File: config.mk
export PLATFORM = sky130hd
export DESIGN_NAME = region_lock_table_top
export DESIGN_NICKNAME = d
export VERILOG_FILES = /design/src/hw/rtl/rlt_pkg.sv /design/src/hw/rtl/rlt_div.sv /design/src/hw/rtl/rlt_datapath.sv /design/src/hw/rtl/rlt_ctrl.sv /design/src/hw/rtl/region_lock_table_top.sv
export VERILOG_INCLUDE_DIRS = /design/src /design/src/hw/rtl
export SDC_FILE = /design/constraint.sdc
export NUM_CORES = 2
export LEC_CHECK = 0
export ABC_CLOCK_PERIOD_IN_PS = 9500
export BUFFER_PORTS_ARGS = -buffer_cell sky130_fd_sc_hd__buf_2
export CORE_ASPECT_RATIO = 1.25
export CORE_UTILIZATION = 30
export DETAILED_ROUTE_END_ITERATION = 6
export HOLD_SLACK_MARGIN = 0.06
export MAX_ROUTING_LAYER = met4
export PLACE_DENSITY = 0.56
export SLEW_MARGIN = 0
export SYNTH_ARGS = -nofsm -noshare
export SYNTH_HDL_FRONTEND = slang
export SYNTH_SLANG_ARGS = --single-unit
File: constraint.sdc
create_clock -name clock -period 9.5 [get_ports clock]
set_input_delay 2.85 -clock clock [delete_from_list [all_inputs] [get_ports clock]]
set_output_delay 2.85 -clock clock [all_outputs]
set_load 0.02 [all_outputs]
File: src/hw/rtl/region_lock_table_top_assert.svh
// assertion macros for the region lock table
`ifndef REGION_LOCK_TABLE_TOP_ASSERT_SVH
`define REGION_LOCK_TABLE_TOP_ASSERT_SVH

// same-cycle implication, checked outside reset
`define RLT_ASSERT_NOW(label, ante, cons, msg) \
   label: assert property (@(posedge clock) disable iff (reset) (ante) |-> (cons)) \
      else $error(msg);

// next-cycle implication, checked outside reset
`define RLT_ASSERT_NEXT(label, ante, cons, msg) \
   label: assert property (@(posedge clock) disable iff (reset) (ante) |=> (cons)) \
      else $error(msg);

`endif

File: src/hw/rtl/rlt_pkg.sv
// shared types, constants and codes of the region lock table
package rlt_pkg;

   localparam int TABLE_ENTRIES_DEF = 16;
   localparam int REGION_BYTES_DEF  = 16;
   localparam int MAX_SPAN_DEF      = 16;

   localparam int OFFSET_W = 32;
   localparam int LEN_W    = 16;
   localparam int WHO_W    = 8;
   localparam int COUNT_W  = 8;
   localparam int STATUS_W = 3;

   // half-width reciprocal multiply steps per division
   localparam int DIV_STEPS = 2;

   localparam logic REQ_ACQUIRE = 1'b0;
   localparam logic REQ_RELEASE = 1'b1;

   localparam logic [STATUS_W-1:0] ST_GRANTED  = 3'd0;
   localparam logic [STATUS_W-1:0] ST_CONFLICT = 3'd1;
   localparam logic [STATUS_W-1:0] ST_REL_ERR  = 3'd2;
   localparam logic [STATUS_W-1:0] ST_NO_ROOM  = 3'd3;
   localparam logic [STATUS_W-1:0] ST_TOO_LONG = 3'd4;

   typedef struct packed {
      logic                req_type;
      logic [OFFSET_W-1:0] range_start;
      logic [LEN_W-1:0]    range_length;
      logic [WHO_W-1:0]    requester;
   } req_word_type;

   typedef struct packed {
      logic [STATUS_W-1:0] status;
      logic                region_freed;
   } rsp_word_type;

   // controller to datapath
   typedef struct packed {
      logic                latch;
      logic                div_load;
      logic                div_step;
      logic                cur_load;
      logic                scan_step;
      logic                commit_step;
      logic                rel_step;
      logic                finish;
      logic [STATUS_W-1:0] rsp_status;
   } cmd_type;

   // datapath to controller
   typedef struct packed {
      logic is_release;
      logic zero_len;
      logic overflow;
      logic span_long;
      logic at_last;
      logic rel_ok;
      logic conflict_seen;
      logic nospace;
   } dp_status_type;

endpackage

File: src/hw/rtl/rlt_div.sv
// divide by a constant through a reciprocal multiply, one dividend half per step
module rlt_div #(
   parameter int DIVISOR = rlt_pkg::REGION_BYTES_DEF
) (
   input  logic                         clock,
   input  logic                         load,
   input  logic                         step,
   input  logic [rlt_pkg::OFFSET_W-1:0] dividend,
   output logic [rlt_pkg::OFFSET_W-1:0] quotient
);
   import rlt_pkg::*;

   localparam int SHIFT = $clog2(DIVISOR);
   localparam int HW    = OFFSET_W / DIV_STEPS;
   localparam int MW    = OFFSET_W + 1;
   localparam int PW    = OFFSET_W + MW;
   // ceil(2^(OFFSET_W+SHIFT) / DIVISOR) gives the exact quotient for every dividend
   localparam logic [63:0] RECIP_FULL =
      ((64'd1 << (OFFSET_W + SHIFT)) + 64'(DIVISOR) - 64'd1) / 64'(DIVISOR);
   localparam logic [MW-1:0] RECIP = RECIP_FULL[MW-1:0];

   logic [PW-1:0]       acc_ff, acc_in;
   logic [OFFSET_W-1:0] dvd_ff, dvd_in;
   logic [HW+MW-1:0]    part;

   always_comb begin
      part   = (HW+MW)'(dvd_ff[OFFSET_W-1 -: HW]) * (HW+MW)'(RECIP);
      acc_in = acc_ff;
      dvd_in = dvd_ff;
      if (load) begin
         acc_in = '0;
         dvd_in = dividend;
      end else if (step) begin
         // high half first, the running sum moves up one half each step
         acc_in = {acc_ff[PW-HW-1:0], {HW{1'b0}}} + PW'(part);
         dvd_in = {dvd_ff[OFFSET_W-HW-1:0], {HW{1'b0}}};
      end
   end

   always_ff @(posedge clock) begin
      acc_ff <= acc_in;
      dvd_ff <= dvd_in;
   end

   assign quotient = OFFSET_W'(acc_ff >> (OFFSET_W + SHIFT));

endmodule

File: src/hw/rtl/rlt_datapath.sv
// request registers, region dividers, lock table and result register
module rlt_datapath #(
   parameter int TABLE_ENTRIES = rlt_pkg::TABLE_ENTRIES_DEF,
   parameter int REGION_BYTES  = rlt_pkg::REGION_BYTES_DEF,
   parameter int MAX_SPAN      = rlt_pkg::MAX_SPAN_DEF
) (
   input  logic                  clock,
   input  logic                  reset,
   input  rlt_pkg::req_word_type req_data,
   input  rlt_pkg::cmd_type      cmd,
   output rlt_pkg::dp_status_type stat,
   output logic                  rsp_strobe,
   output rlt_pkg::rsp_word_type rsp_data
);
   import rlt_pkg::*;

   localparam int RW = $clog2((64'hFFFF_FFFF / REGION_BYTES) + 1);
   localparam int UW = $clog2(TABLE_ENTRIES + 1);
   localparam int MW = $clog2(MAX_SPAN + 1);

   req_word_type        req_ff;
   logic [OFFSET_W:0]   end_sum;
   logic [OFFSET_W-1:0] quo_first, quo_last;
   logic [RW-1:0]       first, last, span_diff;

   logic [RW-1:0] cur_ff, cur_in;
   logic          conf_ff, conf_in;
   logic          sat_ff, sat_in;
   logic [MW-1:0] miss_ff, miss_in;
   logic          freed_ff, freed_in;
   logic [UW-1:0] used_ff, used_in;

   logic [TABLE_ENTRIES-1:0] valid_ff, valid_in;
   logic [RW-1:0]            region_ff [TABLE_ENTRIES];
   logic [RW-1:0]            region_in [TABLE_ENTRIES];
   logic [WHO_W-1:0]         owner_ff  [TABLE_ENTRIES];
   logic [WHO_W-1:0]         owner_in  [TABLE_ENTRIES];
   logic [COUNT_W-1:0]       count_ff  [TABLE_ENTRIES];
   logic [COUNT_W-1:0]       count_in  [TABLE_ENTRIES];

   logic [TABLE_ENTRIES-1:0] match, own, live, full_cnt, last_ref;
   logic [TABLE_ENTRIES-1:0] not_valid, free_oh;
   logic hit, conflict_hit, sat_hit, rel_ok, frees_now;

   logic         rsp_strobe_ff;
   rsp_word_type rsp_data_ff;

   assign end_sum = {1'b0, req_ff.range_start} + (OFFSET_W+1)'(req_ff.range_length)
                    - (OFFSET_W+1)'(1);

   rlt_div #(.DIVISOR(REGION_BYTES)) u_div_first (
      .clock    (clock),
      .load     (cmd.div_load),
      .step     (cmd.div_step),
      .dividend (req_ff.range_start),
      .quotient (quo_first)
   );

   rlt_div #(.DIVISOR(REGION_BYTES)) u_div_last (
      .clock    (clock),
      .load     (cmd.div_load),
      .step     (cmd.div_step),
      .dividend (end_sum[OFFSET_W-1:0]),
      .quotient (quo_last)
   );

   assign first     = quo_first[RW-1:0];
   assign last      = quo_last[RW-1:0];
   assign span_diff = last - first;

   // each entry compares against the current region in its own lane
   always_comb begin
      for (int i = 0; i < TABLE_ENTRIES; i++) begin
         match[i]    = valid_ff[i] && (region_ff[i] == cur_ff);
         own[i]      = owner_ff[i] == req_ff.requester;
         live[i]     = count_ff[i] != '0;
         full_cnt[i] = count_ff[i] == {COUNT_W{1'b1}};
         last_ref[i] = count_ff[i] == COUNT_W'(1);
      end
   end

   assign hit          = |match;
   assign conflict_hit = |(match & ~own & live);
   assign sat_hit      = |(match & full_cnt);
   assign rel_ok       = |(match & own & live);
   assign frees_now    = |(match & last_ref);

   // lowest free slot as a one-hot vector
   assign not_valid = ~valid_ff;
   assign free_oh   = not_valid & (~not_valid + TABLE_ENTRIES'(1));

   always_comb begin
      valid_in  = valid_ff;
      region_in = region_ff;
      owner_in  = owner_ff;
      count_in  = count_ff;
      for (int i = 0; i < TABLE_ENTRIES; i++) begin
         if (cmd.commit_step) begin
            if (match[i]) begin
               count_in[i] = count_ff[i] + COUNT_W'(1);
               owner_in[i] = req_ff.requester;
            end else if (!hit && free_oh[i]) begin
               valid_in[i]  = 1'b1;
               region_in[i] = cur_ff;
               owner_in[i]  = req_ff.requester;
               count_in[i]  = COUNT_W'(1);
            end
         end
         if (cmd.rel_step && match[i]) begin
            count_in[i] = count_ff[i] - COUNT_W'(1);
            if (last_ref[i]) begin
               valid_in[i] = 1'b0;
            end
         end
      end
   end

   always_comb begin
      used_in = used_ff;
      if (cmd.commit_step && !hit) begin
         used_in = used_ff + UW'(1);
      end else if (cmd.rel_step && frees_now) begin
         used_in = used_ff - UW'(1);
      end

      cur_in = cur_ff;
      if (cmd.cur_load) begin
         cur_in = first;
      end else if (cmd.scan_step || cmd.commit_step || cmd.rel_step) begin
         cur_in = cur_ff + RW'(1);
      end

      conf_in = conf_ff;
      sat_in  = sat_ff;
      miss_in = miss_ff;
      if (cmd.cur_load) begin
         conf_in = 1'b0;
         sat_in  = 1'b0;
         miss_in = '0;
      end else if (cmd.scan_step) begin
         conf_in = conf_ff | conflict_hit;
         sat_in  = sat_ff | sat_hit;
         if (!hit) begin
            miss_in = miss_ff + MW'(1);
         end
      end

      freed_in = freed_ff;
      if (cmd.latch) begin
         freed_in = 1'b0;
      end else if (cmd.rel_step && frees_now) begin
         freed_in = 1'b1;
      end
   end

   always_ff @(posedge clock) begin
      if (reset) begin
         valid_ff      <= '0;
         used_ff       <= '0;
         rsp_strobe_ff <= 1'b0;
      end else begin
         valid_ff      <= valid_in;
         used_ff       <= used_in;
         rsp_strobe_ff <= cmd.finish;
      end
   end

   always_ff @(posedge clock) begin
      if (cmd.latch) begin
         req_ff <= req_data;
      end
      region_ff <= region_in;
      owner_ff  <= owner_in;
      count_ff  <= count_in;
      cur_ff    <= cur_in;
      conf_ff   <= conf_in;
      sat_ff    <= sat_in;
      miss_ff   <= miss_in;
      freed_ff  <= freed_in;
      if (cmd.finish) begin
         rsp_data_ff.status       <= cmd.rsp_status;
         rsp_data_ff.region_freed <= freed_in;
      end
   end

   always_comb begin
      stat.is_release    = req_ff.req_type == REQ_RELEASE;
      stat.zero_len      = req_ff.range_length == '0;
      stat.overflow      = end_sum[OFFSET_W];
      stat.span_long     = 32'(span_diff) >= 32'(MAX_SPAN);
      stat.at_last       = cur_ff == last;
      stat.rel_ok        = rel_ok;
      stat.conflict_seen = conf_ff;
      stat.nospace       = sat_ff || ((32'(used_ff) + 32'(miss_ff)) > 32'(TABLE_ENTRIES));
   end

   assign rsp_strobe = rsp_strobe_ff;
   assign rsp_data   = rsp_data_ff;

endmodule

File: src/hw/rtl/rlt_ctrl.sv
// sequencing state machine of the region lock table
module rlt_ctrl (
   input  logic                   clock,
   input  logic                   reset,
   input  logic                   start,
   output logic                   busy,
   input  rlt_pkg::dp_status_type stat,
   output rlt_pkg::cmd_type       cmd
);
   import rlt_pkg::*;

   localparam logic [2:0] S_IDLE   = 3'd0;
   localparam logic [2:0] S_PREP   = 3'd1;
   localparam logic [2:0] S_DIV    = 3'd2;
   localparam logic [2:0] S_SPAN   = 3'd3;
   localparam logic [2:0] S_SCAN   = 3'd4;
   localparam logic [2:0] S_DECIDE = 3'd5;
   localparam logic [2:0] S_COMMIT = 3'd6;
   localparam logic [2:0] S_REL    = 3'd7;

   localparam int CW = $clog2(DIV_STEPS);

   logic [2:0]    state_ff, state_in;
   logic [CW-1:0] div_cnt_ff, div_cnt_in;

   always_comb begin
      state_in   = state_ff;
      div_cnt_in = div_cnt_ff;
      cmd        = '0;
      case (state_ff)
         S_IDLE: begin
            if (start) begin
               cmd.latch = 1'b1;
               state_in  = S_PREP;
            end
         end
         S_PREP: begin
            if (stat.zero_len) begin
               cmd.finish     = 1'b1;
               cmd.rsp_status = ST_GRANTED;
               state_in       = S_IDLE;
            end else if (stat.overflow) begin
               cmd.finish     = 1'b1;
               cmd.rsp_status = ST_TOO_LONG;
               state_in       = S_IDLE;
            end else begin
               cmd.div_load = 1'b1;
               div_cnt_in   = '0;
               state_in     = S_DIV;
            end
         end
         S_DIV: begin
            cmd.div_step = 1'b1;
            div_cnt_in   = div_cnt_ff + CW'(1);
            if (div_cnt_ff == CW'(DIV_STEPS - 1)) begin
               state_in = S_SPAN;
            end
         end
         S_SPAN: begin
            if (stat.span_long) begin
               cmd.finish     = 1'b1;
               cmd.rsp_status = ST_TOO_LONG;
               state_in       = S_IDLE;
            end else begin
               cmd.cur_load = 1'b1;
               state_in     = stat.is_release ? S_REL : S_SCAN;
            end
         end
         S_SCAN: begin
            cmd.scan_step = 1'b1;
            if (stat.at_last) begin
               state_in = S_DECIDE;
            end
         end
         S_DECIDE: begin
            // conflict wins over lack of room anywhere in the range
            if (stat.conflict_seen) begin
               cmd.finish     = 1'b1;
               cmd.rsp_status = ST_CONFLICT;
               state_in       = S_IDLE;
            end else if (stat.nospace) begin
               cmd.finish     = 1'b1;
               cmd.rsp_status = ST_NO_ROOM;
               state_in       = S_IDLE;
            end else begin
               cmd.cur_load = 1'b1;
               state_in     = S_COMMIT;
            end
         end
         S_COMMIT: begin
            cmd.commit_step = 1'b1;
            if (stat.at_last) begin
               cmd.finish     = 1'b1;
               cmd.rsp_status = ST_GRANTED;
               state_in       = S_IDLE;
            end
         end
         S_REL: begin
            if (!stat.rel_ok) begin
               cmd.finish     = 1'b1;
               cmd.rsp_status = ST_REL_ERR;
               state_in       = S_IDLE;
            end else begin
               cmd.rel_step = 1'b1;
               if (stat.at_last) begin
                  cmd.finish     = 1'b1;
                  cmd.rsp_status = ST_GRANTED;
                  state_in       = S_IDLE;
               end
            end
         end
         default: begin
            state_in = S_IDLE;
         end
      endcase
   end

   always_ff @(posedge clock) begin
      if (reset) begin
         state_ff   <= S_IDLE;
         div_cnt_ff <= '0;
      end else begin
         state_ff   <= state_in;
         div_cnt_ff <= div_cnt_in;
      end
   end

   assign busy = state_ff != S_IDLE;

endmodule

File: src/hw/rtl/region_lock_table_top.sv
// top level of the region lock table
//
// A request word (acquire or release of a byte range by one requester) is taken
// on req_data at a clock edge where start is high and busy is low. busy then
// stays high until the request is decided. Exactly one result word per request
// appears on rsp_data, marked by rsp_strobe for a single cycle, in the first
// cycle with busy low again; the receiver cannot hold it off and must take it then.
// Outcomes by request: a zero length or a range past the offset space is decided
// before the dividers run; a span wider than MAX_SPAN is refused once they are
// through; an acquire then takes one scan pass, and a second, commit pass only
// when granted (a conflict or lack of room ends it after the scan); a release
// takes one pass and stops early at a bad region. The region dividers work one
// half-width reciprocal multiply per step; each pass costs one table match per
// region. A new request may be accepted during the result cycle.
// Reset empties the table at once; there is no clearing pass.
`include "region_lock_table_top_assert.svh"

module region_lock_table_top #(
   parameter int TABLE_ENTRIES = rlt_pkg::TABLE_ENTRIES_DEF,
   parameter int REGION_BYTES  = rlt_pkg::REGION_BYTES_DEF,
   parameter int MAX_SPAN      = rlt_pkg::MAX_SPAN_DEF
) (
   input  logic                  clock,
   input  logic                  reset,
   input  logic                  start,
   output logic                  busy,
   input  rlt_pkg::req_word_type req_data,
   output logic                  rsp_strobe,
   output rlt_pkg::rsp_word_type rsp_data
);
   import rlt_pkg::*;

   cmd_type       cmd;
   dp_status_type stat;

   rlt_ctrl u_ctrl (
      .clock (clock),
      .reset (reset),
      .start (start),
      .busy  (busy),
      .stat  (stat),
      .cmd   (cmd)
   );

   rlt_datapath #(
      .TABLE_ENTRIES (TABLE_ENTRIES),
      .REGION_BYTES  (REGION_BYTES),
      .MAX_SPAN      (MAX_SPAN)
   ) u_datapath (
      .clock      (clock),
      .reset      (reset),
      .req_data   (req_data),
      .cmd        (cmd),
      .stat       (stat),
      .rsp_strobe (rsp_strobe),
      .rsp_data   (rsp_data)
   );

   `RLT_ASSERT_NEXT(a_accept_busy, start && !busy, busy, "accepted word did not raise busy")
   `RLT_ASSERT_NEXT(a_finish_strobe, cmd.finish, rsp_strobe && !busy, "finish gave no result")
   `RLT_ASSERT_NOW(a_strobe_idle, rsp_strobe, !$past(cmd.finish) == 1'b0, "stray result strobe")
   `RLT_ASSERT_NOW(a_one_step, 1'b1,
      $onehot0({cmd.div_step, cmd.scan_step, cmd.commit_step, cmd.rel_step}),
      "two datapath steps at once")

endmodule

After elaboration in Yosys (flattened, before gate mapping)
Cells that the tools add are included.
{"block": "classes", "n_mux": 223, "multipliers": 0, "eq_ne": 77, "n_bitwise": 29, "shift": 0, "add_sub_neg": 44, "div_mod_pow": 0, "n_reduce_logical": 181, "n_lt_le_gt_ge": 2}
{"operator": "8-bit two-way mux", "count": 96}
{"operator": "28-bit == test", "count": 17}
{"operator": "64-bit by 48-bit adder with 64-bit output", "count": 2}
{"operator": "8-bit by 1-bit adder with 8-bit output (second input constant)", "count": 16}
{"operator": "8-bit by 1-bit == test with 1-bit output (second input constant)", "count": 16}
{"operator": "8-bit == test", "count": 16}
{"operator": "8-bit == test (second input constant)", "count": 16}
{"operator": "32-bit two-way mux", "count": 4}
{"operator": "8-bit nonzero test", "count": 16}
{"operator": "8-bit by 1-bit subtractor with 8-bit output (second input constant)", "count": 16}
{"operator": "16-bit AND", "count": 7}
{"operator": "1-bit two-way mux", "count": 97}
{"operator": "16-bit OR reduction", "count": 5}
{"operator": "2-bit nonzero test", "count": 36}
{"operator": "2-bit AND reduction", "count": 33}
{"operator": "28-bit two-way mux", "count": 2}
{"operator": "3-bit AND reduction", "count": 18}
{"operator": "3-bit nonzero test", "count": 17}
{"operator": "1-bit logical AND", "count": 50}
{"operator": "16-bit NOT", "count": 3}
{"operator": "32-bit by 16-bit adder with 33-bit output", "count": 1}
{"operator": "33-bit by 1-bit subtractor with 33-bit output (second input constant)", "count": 1}
{"operator": "32-bit by 5-bit > comparator with 1-bit output (second input constant)", "count": 1}
{"operator": "28-bit by 1-bit adder with 28-bit output (second input constant)", "count": 1}
{"operator": "other kinds (25)", "count": 69}
{"block": "word_totals", "ff_bits": 1019, "out_inout_bits": 6, "memories": 0, "romBits": 0, "inputBits": 60, "latchBits": 0, "elab_cells": 624, "ramBits": 0}

Logic depth before layout (Yosys ltp)
{"block": "depth", "word_depth": 10, "ltp_mapped": 18, "depth_no_buf": 17}

By module
Synthesis repeated with hierarchy kept, for this count alone.
{"block": "unflattened", "hier_cells": 4014, "area_unflattened_um2": 48775.5}
{"mod": "rlt_datapath", "cells_each": 3534, "area_per_inst_um2": 42917.4, "instances": 1, "seq_area_each_um2": 24413.4}
{"mod": "rlt_div", "cells_each": 208, "area_per_inst_um2": 2716.4, "instances": 2, "seq_area_each_um2": 1621.6}
{"mod": "rlt_ctrl", "cells_each": 64, "area_per_inst_um2": 425.4, "instances": 1, "seq_area_each_um2": 80.1}

Worst setup path after synthesis
No wires, ideal clock.
{"block": "synth_timing", "path_kind": "register to register", "start": "register u_datapath.req_ff[10] (netlist name)", "end": "register u_datapath.u_div_first.dvd_ff[0], enable pin", "path_stages_with_launch": 18, "setup_ns": 0.688, "t_required_ns": 8.812, "arrival_time_ns": 4.594, "setup_slack_ns": 4.218, "path_buffers": 3, "cell_sequence": "edfxtp_1 > inv_1 > ha_1 > inv_1 > ha_1 > a211oi_1 > o211ai_1 > a21oi_1 > o21bai_1 > a41o_1 > a211o_1 > a21oi_1 > xnor2_1 > nand2b_1 > clkbuf_1 > clkbuf_1 > clkbuf_1 > nand2_1"}
{"block": "synth_via", "elab_chain_cells": 6}
{"element": "start, declared", "line_no": "rlt_datapath.sv:21", "text": "req_word_type req_ff;"}
{"element": "start signal, assigned", "line_no": "rlt_datapath.sv:170", "text": "req_ff <= req_data;"}
{"element": "32-bit by 16-bit adder with 33-bit output", "line_no": "rlt_datapath.sv:48", "text": "assign end_sum = {1'b0, req_ff.range_start} + (OFFSET_W+1)'(req_ff.range_length)"}
{"element": "33-bit by 1-bit subtractor with 33-bit output", "line_no": "rlt_datapath.sv:49", "text": "- (OFFSET_W+1)'(1);"}
{"element": "1-bit two-way mux", "line_no": "rlt_ctrl.sv:42", "text": "end else if (stat.overflow) begin"}
{"element": "1-bit two-way mux *", "line_no": "rlt_ctrl.sv:38", "text": "if (stat.zero_len) begin"}
{"element": "1-bit two-way mux *", "line_no": "rlt_ctrl.sv:30", "text": "case (state_ff)"}
{"element": "2-bit nonzero test (no source line) *"}
{"element": "end signal, assigned", "line_no": "rlt_div.sv:42", "text": "dvd_ff <= dvd_in;"}
{"element": "end, declared", "line_no": "rlt_div.sv:23", "text": "logic [OFFSET_W-1:0] dvd_ff, dvd_in;"}
Every way passes the cells marked *; elsewhere a longest branch is shown, timed or not.
A chain may end at the register's enable or synchronous reset.

Worst setup path after layout
{"block": "layout_timing", "start": "register u_datapath.cur_ff[26]", "end": "register u_datapath.count_ff[121] (netlist name), enable pin"}
{"block": "layout_via", "elab_chain_cells": 10}
{"element": "start, declared", "line_no": "rlt_datapath.sv:26", "text": "logic [RW-1:0] cur_ff, cur_in;"}
{"element": "start signal, assigned", "line_no": "rlt_datapath.sv:175", "text": "cur_ff <= cur_in;"}
{"element": "28-bit == test", "line_no": "rlt_datapath.sv:74", "text": "match[i] = valid_ff[i] && (region_ff[i] == cur_ff);"}
{"element": "1-bit logical AND", "line_no": "rlt_datapath.sv:74"}
{"element": "16-bit AND (2 in series)", "line_no": "rlt_datapath.sv:85", "text": "assign rel_ok = |(match & own & live);"}
{"element": "16-bit OR reduction", "line_no": "rlt_datapath.sv:85"}
{"element": "1-bit two-way mux", "line_no": "rlt_ctrl.sv:99", "text": "if (!stat.rel_ok) begin"}
{"element": "1-bit two-way mux", "line_no": "rlt_ctrl.sv:30"}
{"element": "1-bit logical AND", "line_no": "rlt_datapath.sv:109", "text": "if (cmd.rel_step && match[i]) begin"}
{"element": "3-bit nonzero test (no source line) / 2-bit nonzero test (equally long branches)"}
{"element": "2-bit AND reduction (no source line) *"}
{"element": "end signal, assigned", "line_no": "rlt_datapath.sv:174", "text": "count_ff <= count_in;"}
{"element": "end, declared", "line_no": "rlt_datapath.sv:38", "text": "logic [COUNT_W-1:0] count_ff [TABLE_ENTRIES];"}
Marks and branches as above.

==> metrics.md <==
| Metric | Value |
|---|---|
| TritonCTS Buffers | `a little over 100` |
| CP arrival | `6.38 ns` |
| Crit start category | `register` |
| Nets | `~4200` |
| Total Power | `10.87 mW` |
| R2R depth | `11` |
| Status | `complete, no violations` |
| Crit-path cells | `buf_4 > xnor2_1 > nand3_1 > nor4_1 > nand2_2 > nor3_1 > a2111o_1 > o311a_4 > a21oi_1 > buf_4 > o21ai_0` |
| Final Hold Viols | `0` |
| Peak VDD IR | `~0.17 mV` |
| Reg-to-reg setup timing slack | `roughly 3.4 ns` |
| Post-synthesis cell count | `slightly below 4000` |
| First-pass GRT wire length | `179.9 mm` |
| Static Leakage | `between 15 and 20 nW` |
| Relative slew slack | `~11%` |
| Post-synth ARST share | `0%` |
| Area delta synth->final | `12.70%` |
| TNS Setup | `0 ns` |
| Placed inst area | `49730 sq um` |
| Wire per inst | `between 15 and 20 microns` |
| Critical path class | `reg2reg` |
| H-tree level count | `3` |
| Port bufs | `65` |
| Commonest cells in the netlist | `edfxtp_1, xnor2_1, nand2_1` |
| Worst Setup End Kind | `register` |
| WP data required | `9.80 ns` |
| Area of the multi-input gates | `17750 sq um` |
| Hold Path Cell Cnt | `2` |
| Initial antenna violation count | `7` |
| Ys Warns | `0` |
| Layout cell share with drive strength beyond 1 | `8.450%` |
| Die Height | `about 450 microns` |
| Cell mode on critical path | `buf_4` |
| Setup Fix Bufs, Post-CTS | `0` |
| Fin. max-slew vios | `0` |
| Net Count, Synth | `roughly 4200` |
| Top FF cell, synth | `edfxtp_1` |
| Seq/Total Area, Yosys | `between 50% and 60%` |
| Critical path's largest stage delay | `between 1 and 1.5 ns` |
| Layout Cells excl Fill | `around 6200` |
| Drt via density | `around 4.8` |
| Worst-Skew Late Latency | `0.70 ns` |
| Maximum clock frequency | `between 0.15 and 0.2 GHz` |
| Synthesized area | `approximately 47000 sq um` |
| DPL Wire Length | `~80 mm` |
| CTS tree | `done` |
| EDFF count, synth | `857` |
| Setup WS post-layout | `3.419 ns` |
| Antenna Nets Post-Route | `0` |
| Routability Congestion | `between 0.8 and 0.9` |
| Worst-path clk slew | `roughly 0.060 ns` |
| Num ports | `66` |
| Synth area leader | `edfxtp_1` |
| Inst Count DP | `between 5000 and 6000` |
| Tcrit/Tclk final | `about 64%` |
| Share of the synthesized area in the top cell type | `around 55%` |
| Hold_buf cts | `0` |
| Starting Density | `30.22%` |
| CTS Buffer Depth | `3` |
| Post_cts resized | `0` |
| Number of global-route vias before repair | `a little under 30000` |
| CTS root buf | `clkbuf_16` |
| Die outline area | `between 150000 and 200000 sq um` |
| Setup WS pre-CTS | `between 3 and 4 ns` |
| Skew final | `~0.034 ns` |
| DR iter-0 viols | `between 2000 and 2500` |
| Finished Cell Area | `approximately 53000 sq um` |
| Crit path time final | `a little over 6 ns` |
| WL final | `between 100 and 150 mm` |
| Hold Crit Class | `reg2reg` |
| Initial DRT Pass Iterations | `6` |
| Fill cells | `between 15000 and 20000` |
| Grt ovf | `0` |
| Worst Max-Slew Pin Slew | `roughly 1.3 ns` |
| Largest net degree at the start of global routing | `a little under 100` |
| Top post-synthesis cells by area | `edfxtp_1, xnor2_1, dfxtp_1` |
| Syn Area/Cell | `11.93 sq um` |
| Routed via count | `between 20000 and 30000` |
| CTS sink count | `around 960` |
| Final setup violation count | `0` |
| CP max FO | `54` |
| Core area | `about 160000 sq um` |
| Unrepaired setup endpoints after global routing | `false` |
| Rows | `between 150 and 200` |
| Register bit total from synthesis | `between 900 and 1000` |
| Gr usage total | `15.21%` |
| Die width | `356.7 microns` |
| Max-Cap Viols | `0` |
| Cell Pwr Density | `204.6 nW/um^2` |
| Most numerous cell in the Yosys netlist | `edfxtp_1` |
| DRC | `0` |
| Yosys cell types | `between 70 and 80` |
| FF+latch area | `about 28000 sq um` |
| Worst path slowest cell | `o21ai_0` |
through the flow:
step	hold slack (ns)	utilization, %
after floorplan	0.4321	-
after global placement	0.4387	31.86
after detailed placement	0.4438	31.86
after CTS	0.4388	34.05
after global routing	0.4641	34.06
final	0.4341	34.06
kinds of logic after synthesis:
kind of cell	Yosys count	synth area share (%)
AO/OA/AOI/OAI	444	5.595
AND/OR/NAND/NOR	1217	12.48
multiplexers	50	1.069
adder cells (fa/ha/maj)	136	3.655
XOR/XNOR	787	14.61
flip-flops	955	58.72
buffers and inverters	365	3.862
power breakdown:
part | internal, mW | switching [mW]
Clock | 2.35 | 1.69
Combinational | 0.748 | 1.18
Sequential | 4.75 | 0.155
Total | 7.85 | 3.03
registers in the layout, indices dropped and copies added, names as in the netlist, 3 cells and up:
signal                         count
u_datapath.rsp_data                4
u_datapath.req_ff                 56
u_datapath.u_div_last.dvd_ff      32
u_datapath.used_ff                 5
u_datapath.count_ff              128
u_datapath.miss_ff                 5
u_datapath.owner_ff              128
u_datapath.u_div_last.acc_ff      32
u_datapath.u_div_first.acc_ff     32
u_datapath.valid_ff               16
u_ctrl.state_ff                    3
u_datapath.cur_ff                 28
u_datapath.region_ff             448
u_datapath.u_div_first.dvd_ff     32
per-layer routing:
metal / GRT usage, % / vias up / wire (microns)
met4: 5.149 / 0 / 3208
met1: 18.41 / 14660 / 50380
li1: - / 14300 / -
met2: 26.16 / 602 / 60330
met3: 1.726 / 170 / 4262
met5: - / - / 0
path summary, 6_finish.rpt:
path / from / end
max: u_datapath.cur_ff[26] / u_datapath.count_ff[121]
min: u_datapath.u_div_first.acc_ff[32] / u_datapath.u_div_first.acc_ff[48]
max reg2reg: u_datapath.cur_ff[26] / u_datapath.count_ff[121]
min reg2reg: u_datapath.u_div_first.acc_ff[32] / u_datapath.u_div_first.acc_ff[48]
worst max-delay path, delay by kind of cell (launching register included):
kind | cells | cell delay, ns
AOI/OAI and AO/OA | 4 | 2.05
and+or+nand+nor | 4 | 1.94
buffers and inverters | 2 | 0.80
DFF | 1 | 0.69
xor gates and xnor gates | 1 | 0.18
layout by cell type (no fill, tap or decap), types with 89 or more instances in the layout:
cell type  count
clkbuf_16    106
xor2_1       169
inv_1        192
xnor2_1      618
edfxtp_1     857
nand3_1      166
ha_1         133
nor2_1       270
o21ai_0      146
dfxtp_1       98
nand2_1      320
nand4_1      158
a21oi_1      152
nor3_1        89
final cells by class:
cell class / instances / share of cell area, %
flip-flops and latches: 955 / 52.11
clock buffers: 150 / 5.621
well taps: 2050 / 4.825
multi-input cells: 2634 / 33.39
repair buffers: 152 / 1.864
clock inverters: 45 / 0.8050
diodes: 5 / 0.02354
inverters: 194 / 1.370
(Power assumes the default switching activity.)
